===== src/hdl/cdbq_pkg.sv =====
`default_nettype none

package cdbq_pkg;

	localparam int CURVE_ENTRIES_DEF = 65536;
	localparam int SAMPLE_BITS_DEF   = 18;

	localparam int DEPTH_BITS_MIN = 12;
	localparam int DEPTH_BITS_MAX = 16;

	// widths of the log-domain values
	localparam int VAL_BITS  = 16;
	localparam int DIFF_BITS = VAL_BITS + 1;
	localparam int SUM_BITS  = VAL_BITS + 3;
	localparam int LANES     = 4;

	// lane order inside the pipeline
	localparam int LANE_R  = 0;
	localparam int LANE_B  = 1;
	localparam int LANE_G1 = 2;
	localparam int LANE_G2 = 3;

	localparam int CFG_INDEX_BITS = 1;
	localparam int CFG_DATA_BITS  = 5;
	localparam logic [CFG_INDEX_BITS-1:0] REG_DEPTH_BITS = 1'd0;
	localparam logic [CFG_INDEX_BITS-1:0] REG_IS_RGGB    = 1'd1;

	localparam logic REQ_PIXEL = 1'b0;
	localparam logic REQ_TABLE = 1'b1;

	typedef struct packed {
		logic [4:0] depth_bits;
		logic       is_rggb;
	} cfg_t;

	typedef struct packed {
		logic                        req_type;
		logic [VAL_BITS-1:0]         table_addr;
		logic [VAL_BITS-1:0]         table_data;
		logic [VAL_BITS-1:0]         gs;
		logic signed [DIFF_BITS-1:0] rg;
		logic signed [DIFF_BITS-1:0] bg;
		logic signed [DIFF_BITS-1:0] gd;
	} item_s1_t;

	typedef struct packed {
		logic                            req_type;
		logic [VAL_BITS-1:0]             table_addr;
		logic [VAL_BITS-1:0]             table_data;
		logic [LANES-1:0][VAL_BITS-1:0]  idx;
	} item_s2_t;

	typedef struct packed {
		logic [LANES-1:0][VAL_BITS-1:0] entry;
		logic [LANES-1:0]               oob;
	} look_s3_t;

	function automatic logic [VAL_BITS-1:0] curve_max(input logic [4:0] lb);
		return VAL_BITS'((17'd1 << lb) - 17'd1);
	endfunction

	function automatic logic [VAL_BITS-1:0] curve_mid(input logic [4:0] lb);
		return VAL_BITS'(17'd1 << (lb - 5'd1));
	endfunction

endpackage

`default_nettype wire


===== src/hdl/cdbq_unpack.sv =====
`default_nettype none

module cdbq_unpack
	import cdbq_pkg::*;
#(
	parameter int SAMPLE_BITS = SAMPLE_BITS_DEF
) (
	input  wire logic                   clk,
	input  wire logic                   en,
	input  wire cfg_t                   cfg,
	input  wire logic                   req_type,
	input  wire logic [VAL_BITS-1:0]    table_addr,
	input  wire logic [VAL_BITS-1:0]    table_data,
	input  wire logic [SAMPLE_BITS-1:0] gs_value,
	input  wire logic [SAMPLE_BITS-1:0] rg_value,
	input  wire logic [SAMPLE_BITS-1:0] bg_value,
	input  wire logic [SAMPLE_BITS-1:0] gd_value,
	output item_s1_t                    item_s1
);

	function automatic logic [VAL_BITS-1:0] clamp_in(
		input logic [SAMPLE_BITS-1:0] v,
		input logic [VAL_BITS-1:0]    maxv
	);
		// negative samples floor at zero
		if (v[SAMPLE_BITS-1]) begin
			return '0;
		end else if (v[SAMPLE_BITS-2:0] > (SAMPLE_BITS-1)'(maxv)) begin
			return maxv;
		end else begin
			return v[VAL_BITS-1:0];
		end
	endfunction

	logic [VAL_BITS-1:0]         maxv;
	logic [VAL_BITS-1:0]         mid;
	logic signed [DIFF_BITS-1:0] mid_s;
	item_s1_t                    nxt;

	always_comb begin
		maxv  = curve_max(cfg.depth_bits);
		mid   = curve_mid(cfg.depth_bits);
		mid_s = $signed({1'b0, mid});
		nxt.req_type   = req_type;
		nxt.table_addr = table_addr;
		nxt.table_data = table_data;
		nxt.gs = clamp_in(gs_value, maxv);
		nxt.rg = $signed({1'b0, clamp_in(rg_value, maxv)}) - mid_s;
		nxt.bg = $signed({1'b0, clamp_in(bg_value, maxv)}) - mid_s;
		nxt.gd = $signed({1'b0, clamp_in(gd_value, maxv)}) - mid_s;
	end

	always_ff @(posedge clk) begin
		if (en) begin
			item_s1 <= nxt;
		end
	end

endmodule

`default_nettype wire


===== config.mk =====
export PLATFORM = sky130hd
export DESIGN_NAME = cdbq_unpack
export DESIGN_NICKNAME = d
export VERILOG_FILES = /design/src/hdl/cdbq_pkg.sv /design/src/hdl/cdbq_unpack.sv
export SDC_FILE = /design/constraint.sdc
export NUM_CORES = 1
export LEC_CHECK = 0
export BUFFER_PORTS_ARGS = -buffer_cell sky130_fd_sc_hd__buf_2
export CAP_MARGIN = 10
export CORE_MARGIN = 8
export CORE_UTILIZATION = 33
export DETAILED_ROUTE_END_ITERATION = 10
export PLACE_DENSITY_LB_ADDON = 0.05
export SKIP_CTS_REPAIR_TIMING = 1
export SLEW_MARGIN = 25
export SYNTH_ARGS = -nofsm -noshare
export SYNTH_HDL_FRONTEND = slang
export SYNTH_SLANG_ARGS = --single-unit

===== constraint.sdc =====
create_clock -name clk -period 8.5 [get_ports clk]
set_clock_uncertainty 0.1 [all_clocks]
set_input_delay 2.55 -clock clk [delete_from_list [all_inputs] [get_ports clk]]
set_output_delay 2.55 -clock clk [all_outputs]
set_load 0.01 [all_outputs]

==> impl_results.md <==
* Drt drc at 0
* Clock buffer depth at 2
* Syn_area_per_cell at 9.73 um^2
* NumNets Final at 1321
* Synth Register Bits at 100
* CP most frequent cell: a21oi_1
* Die area at 30000 um^2
* Tcrit/Tclk final at 0.943
* Final TNS setup at 0 ns
* Max frequency at 0.125 GHz
* Async SR Flop Fraction at 0
* Number of DRC markers in iteration 0 at 395
* Setup ws final at 0.484 ns
* Crit-path slowest cell: or4_1
* Largest Register: item_s1
* Most used DFF post-synth: edfxtp_1
* GRT overflow at 0
* Top-area cell type share of the netlist area at 0.368
* Worst EP arrival at 8.02 ns
* Synth area leaders: edfxtp_1 37%, ha_1 17%, a21oi_1 4.6%
* Final ANT Viol Nets at 0
* Die Y-Extent at 173 um
* Static leakage at 0.00448 uW
* Synth Instances at 839
* Rel. slew slack at 0.431
* Input/output buffers at 211
* Cell taking the most area after synthesis: edfxtp_1
* Synth Cell Area at 8170 um^2
* Share of cells above drive strength 1 at 0.292
* Via Count at 7475
* CP Capture Type: register
* Post-synth EDFFs at 100
* Fillers at 2508
* Largest net degree at the start of global routing at 69
* Clock transition at the registers of the reported paths at 0.08 ns
* Vias per inst at 5.24
* Critical path class: in2reg
* Worst slew pin tran at 0.854 ns
* Worst slack at placement at 0.0911 ns
* Number of global-route vias before repair at 7381
* 1st-pass router iterations at 5
* Min-Delay Path Class: in2reg
* Flip-flop and latch area at 3000 um^2
* Final WL at 27800 um
* Global Route Usage Sum at 0.183
* Critical Path RT at 8.50 ns
* Fin crit period at 8.02 ns
* Avg WL per Cell at 19.5 um
* CTS tree: done
* Number of cell rows at 57
* Final HPWL DP at 22200 um
* Setup violations, final at 0
* RSZ-0062 raised after global routing: no
* CTS Root Cell: clkbuf_16
* Crit-path max FO at 10
* Biggest regs: item_s1: 100 flops
* Syn Nets at 1063
* Peak supply drop at 0.0818 mV
* H-tree depth at 3
* Initial antenna violation count at 1
* Fin util at 0.424
* Initial Util at 0.336
* Multi-input logic area at 4850 um^2
* CP Launch Type: input port
* Sequential-to-total area share from yosys stat at 0.368
* Max stage delay on crit path at 0.55 ns
* Synth Warn # at 0
* Power Density at 171 nW/um^2
* Clk sinks at 100
* Post-synth cell types at 70
* I/O pins at 213
* Outcome: complete, no violations
* Max Cap Viol at 0
* GPL Wtd Cong at 0.860
* Global-route wire length before repair at 43100 um
* Final design area excluding fillers at 10300 um^2
* Core area at 24300 um^2
* Dpl cell area at 10000 um^2
* Number of flip-flops in the largest register at 100
* Total CTS buffers at 9
* Synth-to-Final Area Change at 26.3%
* Chip width at 173 um
* Max Slew Vio Count at 0
* Final Hold Viols at 0
-- path summary, 6_finish.rpt --
| path | from | endpoint | depth (start not counted) |
|---|---|---|---|
| worst min-delay path | table_addr[9] | item_s1[92] | 1 |
| worst max-delay path | cfg[3] | item_s1[50] | 29 |
-- worst max-delay path: cells and delay by family --
kind	cells	cell delay, ns
adders and majority gates	4	0.79
AOI/OAI and AO/OA	11	2.11
buffers and inverters	6	0.82
and+or+nand+nor	8	1.76
-- layout make-up --
cell class                 count  area share
tap                          324      0.0393
sequential                   100       0.291
inverter                      46      0.0167
timing repair buffer         281       0.154
multi-input combinational    659       0.470
clock buffer                   9      0.0218
clock inverter                 7     0.00667
antenna                        1    0.000243
-- logic make-up (layout without fill, tap and decap cells) --
| family | Yosys count | count (layout) | synth area share |
|---|---|---|---|
| AO/OA/AOI/OAI | 256 | 256 | 0.216 |
| multiplexers | 6 | 6 | 0.00751 |
| buffers and inverters | 80 | 343 | 0.0392 |
| other | 0 | 1 | 0 |
| flip-flops | 100 | 100 | 0.368 |
| AND/OR/NAND/NOR | 241 | 241 | 0.148 |
| XOR/XNOR | 43 | 43 | 0.0461 |
| adder cells (fa/ha/maj) | 113 | 113 | 0.175 |
-- cells in the final DEF, fill, tap and decap left out, drive strengths merged, types with 32 or more instances in the layout --
cell type,count
nand2,55
buf,281
nor2,48
a21oi,75
ha,108
o21ai,32
inv,48
o21a,33
nor3,34
edfxtp,100
-- cells in the mapped netlist, types with 4 or more instances --
cell type / number
clkbuf_1: 21
or2_2: 15
nand2b_1: 9
o21a_1: 33
and3_1: 6
nor4_1: 5
o32ai_1: 15
o21ai_0: 31
a21o_1: 15
o21bai_1: 7
nand2_1: 55
a31oi_1: 5
edfxtp_1: 100
nand4_1: 8
a21oi_1: 75
xnor2_1: 28
or3_1: 7
nand3_1: 21
nor3b_1: 4
mux2i_1: 5
buf_2: 7
a211oi_1: 27
nor3_1: 34
and2_1: 4
a2111oi_0: 5
inv_1: 45
xor2_1: 15
nor2b_1: 14
nor2_1: 48
ha_1: 108
o211ai_1: 8
buf_1: 4
-- report_power, final --
part	switching [uW]	internal [uW]
logic	376	299
clock network	217	207
registers	17.2	643
-- routing by layer --
metal  GRT usage  share of wire  vias up
li1            -              -     3714
met1       0.246           0.48     3502
met5           0              0        -
met3      0.0346          0.053       25
met4      0.0553          0.018        0
met2       0.293           0.45      234
-- metrics by stage --
step	hold slack (ns)	cells	power, uW
global placement	2.63	1409	1350
finish	2.26	1427	1760
floorplan	2.55	839	1090
global route	2.24	1427	1890
detailed placement	2.63	1410	1350
CTS	2.24	1426	1790
Note: power is estimated with default switching activity, not from simulation.
