[src/hdl/cdbq_pkg.sv]
`default_nettype none

package cdbq_pkg;

	localparam int CURVE_ENTRIES_DEF = 65536;
	localparam int SAMPLE_BITS_DEF   = 18;

	localparam int DEPTH_BITS_MIN = 12;
	localparam int DEPTH_BITS_MAX = 16;

	// widths of the log-domain values
	localparam int VAL_BITS  = 16;
	localparam int DIFF_BITS = VAL_BITS + 1;
	localparam int SUM_BITS  = VAL_BITS + 3;
	localparam int LANES     = 4;

	// lane order inside the pipeline
	localparam int LANE_R  = 0;
	localparam int LANE_B  = 1;
	localparam int LANE_G1 = 2;
	localparam int LANE_G2 = 3;

	localparam int CFG_INDEX_BITS = 1;
	localparam int CFG_DATA_BITS  = 5;
	localparam logic [CFG_INDEX_BITS-1:0] REG_DEPTH_BITS = 1'd0;
	localparam logic [CFG_INDEX_BITS-1:0] REG_IS_RGGB    = 1'd1;

	localparam logic REQ_PIXEL = 1'b0;
	localparam logic REQ_TABLE = 1'b1;

	typedef struct packed {
		logic [4:0] depth_bits;
		logic       is_rggb;
	} cfg_t;

	typedef struct packed {
		logic                        req_type;
		logic [VAL_BITS-1:0]         table_addr;
		logic [VAL_BITS-1:0]         table_data;
		logic [VAL_BITS-1:0]         gs;
		logic signed [DIFF_BITS-1:0] rg;
		logic signed [DIFF_BITS-1:0] bg;
		logic signed [DIFF_BITS-1:0] gd;
	} item_s1_t;

	typedef struct packed {
		logic                            req_type;
		logic [VAL_BITS-1:0]             table_addr;
		logic [VAL_BITS-1:0]             table_data;
		logic [LANES-1:0][VAL_BITS-1:0]  idx;
	} item_s2_t;

	typedef struct packed {
		logic [LANES-1:0][VAL_BITS-1:0] entry;
		logic [LANES-1:0]               oob;
	} look_s3_t;

	function automatic logic [VAL_BITS-1:0] curve_max(input logic [4:0] lb);
		return VAL_BITS'((17'd1 << lb) - 17'd1);
	endfunction

	function automatic logic [VAL_BITS-1:0] curve_mid(input logic [4:0] lb);
		return VAL_BITS'(17'd1 << (lb - 5'd1));
	endfunction

endpackage

`default_nettype wire

[src/hdl/cdbq_mix.sv]
`default_nettype none

module cdbq_mix
	import cdbq_pkg::*;
(
	input  wire logic     clk,
	input  wire logic     en,
	input  wire cfg_t     cfg,
	input  wire item_s1_t item_s1,
	output item_s2_t      item_s2
);

	function automatic logic [VAL_BITS-1:0] clamp_sum(
		input logic signed [SUM_BITS-1:0] v,
		input logic [VAL_BITS-1:0]        maxv
	);
		if (v < 0) begin
			return '0;
		end else if (v > $signed({3'b000, maxv})) begin
			return maxv;
		end else begin
			return v[VAL_BITS-1:0];
		end
	endfunction

	logic [VAL_BITS-1:0]        maxv;
	logic signed [SUM_BITS-1:0] gs_w;
	logic signed [SUM_BITS-1:0] rg_w;
	logic signed [SUM_BITS-1:0] bg_w;
	logic signed [SUM_BITS-1:0] gd_w;
	item_s2_t                   nxt;

	always_comb begin
		maxv = curve_max(cfg.depth_bits);
		gs_w = $signed({3'b000, item_s1.gs});
		rg_w = SUM_BITS'(item_s1.rg);
		bg_w = SUM_BITS'(item_s1.bg);
		gd_w = SUM_BITS'(item_s1.gd);
		nxt.req_type   = item_s1.req_type;
		nxt.table_addr = item_s1.table_addr;
		nxt.table_data = item_s1.table_data;
		nxt.idx[LANE_R]  = clamp_sum((rg_w <<< 1) + gs_w, maxv);
		nxt.idx[LANE_B]  = clamp_sum((bg_w <<< 1) + gs_w, maxv);
		nxt.idx[LANE_G1] = clamp_sum(gs_w + gd_w, maxv);
		nxt.idx[LANE_G2] = clamp_sum(gs_w - gd_w, maxv);
	end

	always_ff @(posedge clk) begin
		if (en) begin
			item_s2 <= nxt;
		end
	end

endmodule

`default_nettype wire

[config.mk]
export PLATFORM = sky130hd
export DESIGN_NAME = cdbq_mix
export DESIGN_NICKNAME = d
export VERILOG_FILES = /design/src/hdl/cdbq_pkg.sv /design/src/hdl/cdbq_mix.sv
export SDC_FILE = /design/constraint.sdc
export NUM_CORES = 1
export LEC_CHECK = 0
export BUFFER_PORTS_ARGS = -buffer_cell sky130_fd_sc_hd__buf_4
export CAP_MARGIN = 5
export CORE_AREA = 2 2 132 134
export DETAILED_ROUTE_END_ITERATION = 10
export DIE_AREA = 0 0 134 136
export PLACE_DENSITY = 0.85
export SYNTH_ARGS = -nofsm -noshare
export SYNTH_HDL_FRONTEND = slang
export SYNTH_SLANG_ARGS = --single-unit
[constraint.sdc]
create_clock -name clk -period 7.05 [get_ports clk]
set_input_delay 1.41 -clock clk [delete_from_list [all_inputs] [get_ports clk]]
set_output_delay 1.41 -clock clk [all_outputs]
set_load 0.05 [all_outputs]
==> impl_summary.log, run 1 <==
[metrics] via density per instance: 6.06
[metrics] Compound-Gate Fraction of Synth Area: 21.5%
[metrics] number of global-route vias before repair: 8,125
[metrics] maximum clock rate: 0.161 GHz
[metrics] crit path launch type: input pin
[metrics] tightest slew margin relative to the limit: 32.0%
[metrics] critical path's most frequent cell: sky130_fd_sc_hd__nor3_1
[metrics] cell type of the slowest stage on the worst timing path: sky130_fd_sc_hd__or3_1
[metrics] endpoint required time on the critical path: 7.17 ns
[metrics] number of optimization iterations in the first detailed-route pass: 5
[metrics] async set or reset register ratio after synthesis: 0%
[metrics] number of H-tree levels: 3
[metrics] critical path cell sequence: buf_4 -> or3_1 -> nor3_1 -> inv_1 -> ha_1 -> buf_4 -> nor3_1 -> a31oi_1 -> o2bb2ai_1 -> inv_1 -> ha_1 -> nand4_1 -> nor3_1 -> nand3_1 -> a21boi_0 -> o221ai_1 -> nor4b_1 -> o21a_1 -> and2_1 -> mux2_1
[metrics] number of buffers inserted by hold repair at cts: 0
[metrics] input/output buffers: 203
[metrics] crit path DAT: 6.35 ns
[metrics] starting DRC count in detailed routing: 708
[metrics] HPWL Detailed: 21,000 um
[metrics] combined buffer and inverter count along the critical path: 4
[metrics] initial standard-cell utilization of the core: 55.0%
[metrics] top cell family by delay on the critical path: simple AND/OR/NAND/NOR gates
[metrics] gp weighted congestion: 0.936
[metrics] post-synthesis instance total: 1,010
[metrics] post-synthesis share of cell area spent on and, or, nand and nor gates: 17.7%
[metrics] xor/xnor cell area share of the yosys netlist: 6.24%
[metrics] Core Region: 0.0169 mm2
[metrics] row count: 48
[metrics] pins over their slew limit: 0
[metrics] number of sinks driven by the clock tree: 97
[metrics] count of flip-flops with a built-in enable after synthesis: 97
[metrics] most repeated cell in the gate-level netlist after synthesis: sky130_fd_sc_hd__ha_1
[metrics] final worst path period share: 88.4%
[metrics] growth of design area from synthesis to finish: 21.5%
[metrics] source of the worst hold timing path: item_s1[83]
[metrics] portion of synthesized cell area occupied by the leading cell type: 31.4%
[metrics] Clock Tree Buf Depth: 2
[metrics] Nets: 1,412
[metrics] Tot Pwr: 0.00246 W
[metrics] biggest regs: item_s2 (97)
[metrics] Chip Width: 134 um
[metrics] Post-synth top cells: sky130_fd_sc_hd__ha_1 (105), sky130_fd_sc_hd__edfxtp_1 (97), sky130_fd_sc_hd__nor2_1 (94)
[metrics] largest fanout of any net on the critical path: 11
[metrics] number of warnings issued by yosys: 0
[metrics] end of the worst hold path: item_s2[80]$_DFFE_PP_
[metrics] leakage: 5.00 nW
[metrics] endpoints failing hold: 0
[metrics] Peak supply drop: 125 uV
[metrics] fraction of final layout cells sized beyond drive strength 1: 23.9%
[metrics] area of all placed cells without fillers: 0.0113 mm2
[metrics] Cell variety after synth: 85
[metrics] Vert. Die Dim: 136 um
[metrics] max reg flops: 97
[metrics] antenna-violating nets left: 0
[metrics] worst hold path type: input pin to flip-flop
[metrics] number of resized instances in the post-cts repair step: 0
[metrics] synth top area cells: sky130_fd_sc_hd__edfxtp_1 (31%), sky130_fd_sc_hd__ha_1 (14%), sky130_fd_sc_hd__xnor2_1 (4.1%)
[metrics] wire length per cell after detailed routing: 18.5 um
[metrics] clock tree from TritonCTS: yes
[metrics] wire length of the first global-routing pass: 40,700 um
[metrics] TNS Setup: 0 ns
[metrics] via count: 8,630
[metrics] total of flip-flops plus latches after synthesis: 97
[metrics] mux contribution to synthesized area: 2.74%
[metrics] setup repair bufs after CTS: 0
[metrics] netlist area before placement: 0.00928 mm2
[metrics] path type of the worst setup path: input pin to flip-flop
[metrics] sequential-to-total area share from yosys stat: 31.4%
[metrics] slowest stage delay, CP: 0.50 ns
[metrics] outcome: complete, no violations
[metrics] post-placement cell area: 0.0110 mm2
[metrics] Post-Synth Adder-Cell Area: 15.2%
[metrics] CTS Root Cell: sky130_fd_sc_hd__clkbuf_16
[metrics] endpoints failing setup: 0
[metrics] predominant post-synthesis flop cell: sky130_fd_sc_hd__edfxtp_1
[metrics] aggregate routed wire length: 26,300 um
[metrics] Critical Path End Type: flip-flop
[metrics] total power divided by cell area: 218 mW/mm2
[metrics] largest net degree at the start of global routing: 59
[metrics] synthesized area per cell: 9.19 um2
[metrics] number of antenna violations at the first check in global routing: 0
[metrics] cell depth of the worst min-delay path: 1
[metrics] number of antenna repair diodes: 0
[metrics] net count of the mapped netlist: 1,227
[metrics] clock transition at the registers of the reported paths: 0.07 ns
[metrics] RSZ-0062 raised after global routing: false
[metrics] DRC violations left: 0
[metrics] final worst path period need: 6.23 ns
[metrics] die area: 0.0182 mm2
[metrics] library cell with the largest summed area after synthesis: sky130_fd_sc_hd__edfxtp_1
[metrics] Top reg by flops: item_s2
[metrics] main combinational cell family by area after synthesis: compound AO/OA/AOI/OAI gates
[metrics] slew at the pin closest to its max-slew limit: 1.01 ns
[metrics] GRT Residual Overflow: 0
[metrics] boundary pin count: 205
[metrics] number of maximum-capacitance constraint violations: 0
[metrics] Overall Global Routing Usage: 28.6%
[metrics] TritonCTS buffer count: 9
-- per-layer routing --
metal	up-vias	routed length, um	global-route usage, %
met4	0	964	12.4
li1	4131	-	-
met1	4019	10900	36.6
met3	70	2210	4.51
met2	410	12300	48.2
met5	-	0	0
-- cells by family (layout without fill, tap and decap cells) --
logic type	count (synthesis)	after routing
compound gates	291	291
buf+inv	111	301
fa+ha+maj	111	111
mux	25	25
flops	97	97
simple gates	312	312
xor+xnor	63	63
-- cell type report --
class,instances,area (um2)
Timing Repair Buffer,218,1650
Multi-Input combinational cell,802,5900
Clock inverter,7,62.6
Clock buffer,9,225
Inverter,67,251
Sequential cell,97,2910
Fill cell,1365,5590
Tap cell,225,282
-- stage by stage --
stage / hold slack (ns) / util, % / setup slack, ns / instances
global route: 1.21 / 66.9 / 0.465 / 1425
floorplan: 1.51 / - / 0.776 / 1010
finish: 1.22 / 66.9 / 0.821 / 1425
global placement: 1.59 / 65.1 / 0.718 / 1409
detailed placement: 1.59 / 65.1 / 0.621 / 1409
CTS: 1.21 / 66.9 / 0.983 / 1425
-- report_power, final --
part	switching, W	total (W)	internal, W
combinational	0.000785	0.00122	0.000436
clock	0.000237	0.000484	0.000247
sequential	0.0000215	0.000754	0.000732
-- worst max path at each step --
| stage | slack (ns) | startpoint | end | cells after the start |
|---|---|---|---|---|
| global placement | 0.72 | cfg[4] | item_s2[18]$_SDFFCE_PN0P_ | 20 |
| finish | 0.82 | cfg[4] | item_s2[13]$_SDFFCE_PN0P_ | 20 |
| floorplan | 0.78 | cfg[5] | item_s2[13]$_SDFFCE_PN0P_ | 23 |
| global route | 0.47 | cfg[4] | item_s2[12]$_SDFFCE_PN0P_ | 21 |
| detailed placement | 0.62 | cfg[4] | item_s2[4]$_SDFFCE_PN0P_ | 21 |
| CTS | 0.98 | cfg[4] | item_s2[18]$_SDFFCE_PN0P_ | 21 |
-- layout by cell type (no fill, tap or decap), drive strengths merged, types with 4 or more instances in the layout --
master	count
and3	12
o21ai	55
nand4	9
inv	71
o221ai	4
and2	7
a21oi	78
a211o	4
o31ai	16
nor3	52
a21o	25
nand2b	14
ha	105
a221oi	5
or3	11
o211ai	9
nor2b	14
or2	7
nor4	4
buf	218
xnor2	43
o21bai	9
nand3	37
a31oi	9
nor2	94
edfxtp	97
fa	4
o21a	17
a211oi	18
a221o	4
nand2	39
clkbuf	9
xor2	18
mux2i	22
(Power assumes the default switching activity.)
==> inputs of run 2 (changes only) <==
CORE_AREA = 2 2 164 166   (was 2 2 132 134)
DIE_AREA = 0 0 166 168   (was 0 0 134 136)
PLACE_DENSITY = 0.6   (was 0.85)
clock period = 7.2 ns   (was 7.05 ns; I/O delays follow)
==> impl_summary.log, run 2 (same netlist as run 1, synthesis figures left out) <==
[metrics] via count: 8,513
[metrics] wire length on met3: 1500 um
[metrics] leading cell type in the layout, fill and taps excluded: sky130_fd_sc_hd__buf_4
[metrics] gp weighted congestion: 0.906
[metrics] end of the worst hold path: item_s2[76]$_DFFE_PP_
[metrics] Critical Path End Type: flip-flop
[metrics] HPWL Detailed: 23,800 um
[metrics] crit path DAT: 6.26 ns
[metrics] number of H-tree levels: 3
[metrics] highest metal used: met4
[metrics] cell depth of the worst min-delay path: 1
[metrics] via density per instance: 5.51
[metrics] largest fanout of any net on the critical path: 14
[metrics] number of antenna violations at the first check in global routing: 0
[metrics] combinational share of power: 49.4%
[metrics] critical path cell sequence: buf_4 -> or3_1 -> nor3_1 -> inv_1 -> ha_1 -> nor3_1 -> a21oi_1 -> o21ai_0 -> inv_1 -> buf_4 -> ha_1 -> nand4_1 -> nor2_1 -> a21oi_1 -> o211ai_1 -> a21oi_1 -> o21ai_0 -> a221o_1 -> a22oi_1 -> o211ai_1 -> buf_4 -> buf_4 -> a21oi_1 -> a211oi_1
[metrics] initial standard-cell utilization of the core: 35.2%
[metrics] source of the worst hold timing path: item_s1[79]
[metrics] Top reg by flops: item_s2
[metrics] number of optimization iterations in the first detailed-route pass: 5
[metrics] starting DRC count in detailed routing: 650
[metrics] largest net degree at the start of global routing: 58
[metrics] biggest regs: item_s2 (97)
[metrics] number of antenna repair diodes: 0
[metrics] wire length per cell after detailed routing: 19.1 um
[metrics] internal power: 0.00139 W
[metrics] leakage: 5.03 nW
[metrics] CTS Root Cell: sky130_fd_sc_hd__clkbuf_16
[metrics] Tot Pwr: 0.00245 W
[metrics] number of global-route vias before repair: 8,412
[metrics] DRC violations left: 0
[metrics] number of maximum-capacitance constraint violations: 0
[metrics] clock transition at the registers of the reported paths: 0.07 ns
[metrics] TritonCTS buffer count: 9
[metrics] top cell family by delay on the critical path: compound AO/OA/AOI/OAI gates
[metrics] Peak supply drop: 139 uV
[metrics] met1 WL: 13,400 um
[metrics] wire length of the first global-routing pass: 45,700 um
[metrics] tightest slew margin relative to the limit: 34.2%
[metrics] number of resized instances in the post-cts repair step: 0
[metrics] endpoint required time on the critical path: 7.28 ns
[metrics] pins over their slew limit: 0
[metrics] die area: 0.0279 mm2
[metrics] total power divided by cell area: 214 mW/mm2
[metrics] row count: 60
[metrics] max reg flops: 97
[metrics] boundary pin count: 205
[metrics] GRT Residual Overflow: 0
[metrics] Vert. Die Dim: 168 um
[metrics] combined buffer and inverter count along the critical path: 6
[metrics] Nets: 1,416
[metrics] part of the power in registers: 30.2%
[metrics] sw power: 0.00106 W
[metrics] launching instance or port of the critical path: cfg[4]
[metrics] final worst path period need: 6.18 ns
[metrics] endpoints failing hold: 0
[metrics] leading cell types in the layout, fill and taps excluded: sky130_fd_sc_hd__buf_4 (222), sky130_fd_sc_hd__ha_1 (105), sky130_fd_sc_hd__edfxtp_1 (97)
[metrics] maximum clock rate: 0.162 GHz
[metrics] growth of design area from synthesis to finish: 23.5%
[metrics] setup repair bufs after CTS: 0
[metrics] TNS Setup: 0 ns
[metrics] number of sinks driven by the clock tree: 97
[metrics] crit path launch type: input pin
[metrics] input/output buffers: 203
[metrics] aggregate routed wire length: 29,500 um
[metrics] Clock Tree Buf Depth: 2
[metrics] slew at the pin closest to its max-slew limit: 0.987 ns
[metrics] Chip Width: 166 um
[metrics] number of buffers inserted by hold repair at cts: 0
[metrics] antenna-violating nets left: 0
[metrics] switching fraction of total power: 43.3%
[metrics] final worst path period share: 85.8%
[metrics] Overall Global Routing Usage: 20.8%
[metrics] Core Region: 0.0264 mm2
[metrics] worst hold path type: input pin to flip-flop
[metrics] clock tree from TritonCTS: yes
[metrics] fraction of final layout cells sized beyond drive strength 1: 24.2%
[metrics] detailed route wirelength on metal2: 13,900 um
[metrics] outcome: complete, no violations
[metrics] RSZ-0062 raised after global routing: false
[metrics] cell type of the slowest stage on the worst timing path: sky130_fd_sc_hd__or3_1
[metrics] endpoints failing setup: 0
[metrics] slowest stage delay, CP: 0.50 ns
[metrics] path type of the worst setup path: input pin to flip-flop
[metrics] proportion of power drawn by the clock network: 20.4%
[metrics] Stages on worst setup path: 24
run 2: cell types whose count changed in the layout (fill, tap and decap cells not counted):
cell / change
sky130_fd_sc_hd__inv_6: -1
sky130_fd_sc_hd__buf_12: -1
sky130_fd_sc_hd__clkinvlp_4: -2
sky130_fd_sc_hd__clkinv_4: +4
sky130_fd_sc_hd__o32ai_4: +1
sky130_fd_sc_hd__o32ai_2: -1
sky130_fd_sc_hd__inv_8: -2
sky130_fd_sc_hd__clkinv_8: +1
sky130_fd_sc_hd__buf_4: +5
run 2: power by group through the flow:
| stage | combinational, W | sequential [W] | clock, W |
|---|---|---|---|
| finish | 0.00121 | 0.000740 | 0.000500 |
| global route | 0.00131 | 0.000747 | 0.000531 |
| CTS | 0.00121 | 0.000741 | 0.000513 |
| detailed placement | 0.00120 | 0.000753 | 0 |
| global placement | 0.00119 | 0.000753 | 0 |
| floorplan | 0.000588 | 0.00101 | 0 |
run 2: through the flow:
| step | hold slack (ns) | utilization (%) | setup WS (ns) | instance area [um2] | instances |
|---|---|---|---|---|---|
| floorplan | 1.54 | - | 0.896 | 9280 | 1010 |
| global placement | 1.62 | 42.4 | 0.747 | 11200 | 1529 |
| detailed placement | 1.62 | 42.4 | 0.682 | 11200 | 1529 |
| CTS | 1.24 | 43.5 | 1.05 | 11500 | 1545 |
| global route | 1.24 | 43.5 | 0.605 | 11500 | 1545 |
| finish | 1.25 | 43.5 | 1.02 | 11500 | 1545 |
run 2: worst max-delay path by stage:
| stage | endpoint | slack [ns] |
|---|---|---|
| floorplan | item_s2[13]$_SDFFCE_PN0P_ | 0.90 |
| global placement | item_s2[5]$_SDFFCE_PN0P_ | 0.75 |
| detailed placement | item_s2[4]$_SDFFCE_PN0P_ | 0.68 |
| CTS | item_s2[4]$_SDFFCE_PN0P_ | 1.05 |
| global route | item_s2[58]$_SDFFCE_PN0P_ | 0.61 |
| finish | item_s2[56]$_SDFFCE_PN0P_ | 1.02 |
run 2: per-layer routing:
layer / global-route usage, % / vias up
met5: 0 / -
li1: - / 4134
met2: 35.5 / 302
met3: 2.44 / 38
met1: 27.7 / 4039
met4: 6.28 / 0
run 2: area by class of cell:
class	instances	area, um2
inverters	67	251
well taps	341	427
clock buffers	9	225
flip-flops and latches	97	2910
fillers	2637	14900
multi-input cells	802	5910
clock inverters	7	67.6
repair buffers	222	1670
==> inputs of run 3 (changes only) <==
ABC_AREA = 1   (was not set)
CORE_AREA = 2 2 168 170   (was 2 2 164 166)
DIE_AREA = 0 0 170 172   (was 0 0 166 168)
==> impl_summary.log, run 3 <==
[metrics] outcome: complete, no violations
[metrics] most repeated cell in the gate-level netlist after synthesis: sky130_fd_sc_hd__nand2_1
[metrics] number of global-route vias before repair: 9,120
[metrics] GRT Residual Overflow: 0
[metrics] portion of synthesized cell area occupied by the leading cell type: 29.9%
[metrics] via density per instance: 4.98
[metrics] netlist area before placement: 0.00975 mm2
[metrics] leading cell types in the layout, fill and taps excluded: sky130_fd_sc_hd__nand2_1 (452), sky130_fd_sc_hd__buf_4 (211), sky130_fd_sc_hd__nor2_1 (200)
[metrics] count of flip-flops with a built-in enable after synthesis: 97
[metrics] boundary pin count: 205
[metrics] TNS Setup: 0 ns
[metrics] number of warnings issued by yosys: 0
[metrics] endpoint required time on the critical path: 7.29 ns
[metrics] Post-synth top cells: sky130_fd_sc_hd__nand2_1 (452), sky130_fd_sc_hd__nor2_1 (200), sky130_fd_sc_hd__inv_1 (190)
[metrics] largest fanout of any net on the critical path: 18
[metrics] clock transition at the registers of the reported paths: 0.07 ns
[metrics] area of all placed cells without fillers: 0.0119 mm2
[metrics] input/output buffers: 203
[metrics] number of buffers inserted by hold repair at cts: 0
[metrics] clock tree from TritonCTS: yes
[metrics] Post-Synth Adder-Cell Area: 14.3%
[metrics] Critical Path End Type: flip-flop
[metrics] number of maximum-capacitance constraint violations: 0
[metrics] HPWL Detailed: 26,200 um
[metrics] DRC violations left: 0
[metrics] growth of design area from synthesis to finish: 22.1%
[metrics] path type of the worst setup path: input pin to flip-flop
[metrics] mux contribution to synthesized area: 0%
[metrics] leakage: 6.38 nW
[metrics] Nets: 1,846
[metrics] number of antenna repair diodes: 0
[metrics] synthesized area per cell: 6.80 um2
[metrics] fraction of final layout cells sized beyond drive strength 1: 15.8%
[metrics] leading cell type in the layout, fill and taps excluded: sky130_fd_sc_hd__nand2_1
[metrics] library cell with the largest summed area after synthesis: sky130_fd_sc_hd__edfxtp_1
[metrics] Cell variety after synth: 46
[metrics] maximum clock rate: 0.182 GHz
[metrics] final worst slack: 1.71 ns
[metrics] TritonCTS buffer count: 9
[metrics] number of antenna violations at the first check in global routing: 0
[metrics] net count of the mapped netlist: 1,651
[metrics] final worst path period share: 76.2%
[metrics] pins over their slew limit: 0
[metrics] number of sinks driven by the clock tree: 97
[metrics] number of resized instances in the post-cts repair step: 0
[metrics] crit path launch type: input pin
[metrics] wire length per cell after detailed routing: 15.8 um
[metrics] number of H-tree levels: 3
[metrics] Peak supply drop: 138 uV
[metrics] Vert. Die Dim: 172 um
[metrics] setup repair bufs after CTS: 0
[metrics] xor/xnor cell area share of the yosys netlist: 3.31%
[metrics] RSZ-0062 raised after global routing: false
[metrics] Chip Width: 170 um
[metrics] endpoints failing setup: 0
[metrics] sequential-to-total area share from yosys stat: 29.9%
[metrics] total of flip-flops plus latches after synthesis: 97
[metrics] DP Worst Slack: 1.43 ns
[metrics] die area: 0.0292 mm2
[metrics] CTS Root Cell: sky130_fd_sc_hd__clkbuf_16
[metrics] Clock Tree Buf Depth: 2
[metrics] endpoints failing hold: 0
[metrics] Top reg by flops: item_s2
[metrics] biggest regs: item_s2 (97)
[metrics] initial standard-cell utilization of the core: 35.5%
[metrics] via count: 9,862
[metrics] gp weighted congestion: 0.917
[metrics] async set or reset register ratio after synthesis: 0%
[metrics] synth top area cells: sky130_fd_sc_hd__edfxtp_1 (30%), sky130_fd_sc_hd__nand2_1 (17%), sky130_fd_sc_hd__ha_1 (13%)
[metrics] slowest stage delay, CP: 0.39 ns
[metrics] worst hold path type: input pin to flip-flop
[metrics] Core Region: 0.0275 mm2
[metrics] Compound-Gate Fraction of Synth Area: 7.92%
[metrics] total power divided by cell area: 199 mW/mm2
[metrics] final worst path period need: 5.49 ns
[metrics] slew at the pin closest to its max-slew limit: 1.17 ns
[metrics] number of optimization iterations in the first detailed-route pass: 6
[metrics] post-placement cell area: 0.0116 mm2
[metrics] max reg flops: 97
[metrics] starting DRC count in detailed routing: 785
[metrics] Overall Global Routing Usage: 21.4%
[metrics] combined buffer and inverter count along the critical path: 3
[metrics] largest net degree at the start of global routing: 65
[metrics] cell type of the slowest stage on the worst timing path: sky130_fd_sc_hd__ha_1
[metrics] aggregate routed wire length: 31,400 um
[metrics] critical path's most frequent cell: sky130_fd_sc_hd__nand2_1
[metrics] post-synthesis instance total: 1,434
[metrics] top cell family by delay on the critical path: simple AND/OR/NAND/NOR gates
[metrics] tightest slew margin relative to the limit: 21.7%
[metrics] row count: 61
[metrics] wire length of the first global-routing pass: 48,600 um
[metrics] main combinational cell family by area after synthesis: simple AND/OR/NAND/NOR gates
[metrics] predominant post-synthesis flop cell: sky130_fd_sc_hd__edfxtp_1
[metrics] crit path DAT: 5.58 ns
[metrics] post-synthesis share of cell area spent on and, or, nand and nor gates: 35.6%
[metrics] antenna-violating nets left: 0
==> run 3: cell types whose count changed in the layout (fill, tap and decap cells not counted), moves of 18 or more <==
cell,before,now
sky130_fd_sc_hd__nand2_1,39,452
sky130_fd_sc_hd__inv_1,62,190
sky130_fd_sc_hd__nor2_1,94,200
sky130_fd_sc_hd__nand3_1,36,123
sky130_fd_sc_hd__xnor2_1,43,6
sky130_fd_sc_hd__nor3_1,34,5
sky130_fd_sc_hd__mux2i_1,22,0
sky130_fd_sc_hd__a21o_1,24,6
sky130_fd_sc_hd__a21oi_1,67,85
==> run 3: final timing paths <==
kind / start / end / slack, ns / cells past startpoint
worst max-delay path: cfg[1] / item_s2[16]$_SDFFCE_PN0P_ / 1.71 / 27
worst min-delay path: item_s1[72] / item_s2[69]$_DFFE_PP_ / 1.27 / 1
==> run 3: kinds of logic (layout without fill, tap and decap cells) <==
logic type      after synthesis  in the layout
buf+inv                     224            424
fa+ha+maj                   109            109
compound gates              138            138
flops                        97             97
xor+xnor                     36             36
simple gates                830            830
==> run 3: per-layer routing <==
metal	global-route usage (%)	up-vias	part of all wire, %
met5	0	-	0
met3	1.88	33	7.1
met1	32.2	4442	50
met4	5.80	0	2.0
li1	-	5011	-
met2	32.7	376	41
==> run 3: area by class of cell <==
class	instances	area, um2
Clock buffer	10	229
Clock inverter	6	52.6
Fill cell	2885	15600
Inverter	197	739
Multi-Input combinational cell	1113	5960
Sequential cell	97	2910
Tap cell	346	433
Timing Repair Buffer	211	1580
==> run 3: stage by stage <==
stage                     util (%)  cells  power, W  hold WS [ns]
final                         43.3   1980   0.00238          1.27
after global routing          43.3   1980   0.00254          1.26
after CTS                     43.3   1980   0.00238          1.26
after detailed placement      42.3   1964   0.00193          1.62
after global placement        42.3   1964   0.00191          1.62
after floorplan                  -   1434   0.00155          1.54
==> run 3: power breakdown <==
part | switching (W) | internal, W | total [W]
sequential | 0.0000189 | 0.000709 | 0.000728
clock | 0.000213 | 0.000239 | 0.000452
combinational | 0.000831 | 0.000364 | 0.00119
total | 0.00106 | 0.00131 | 0.00238
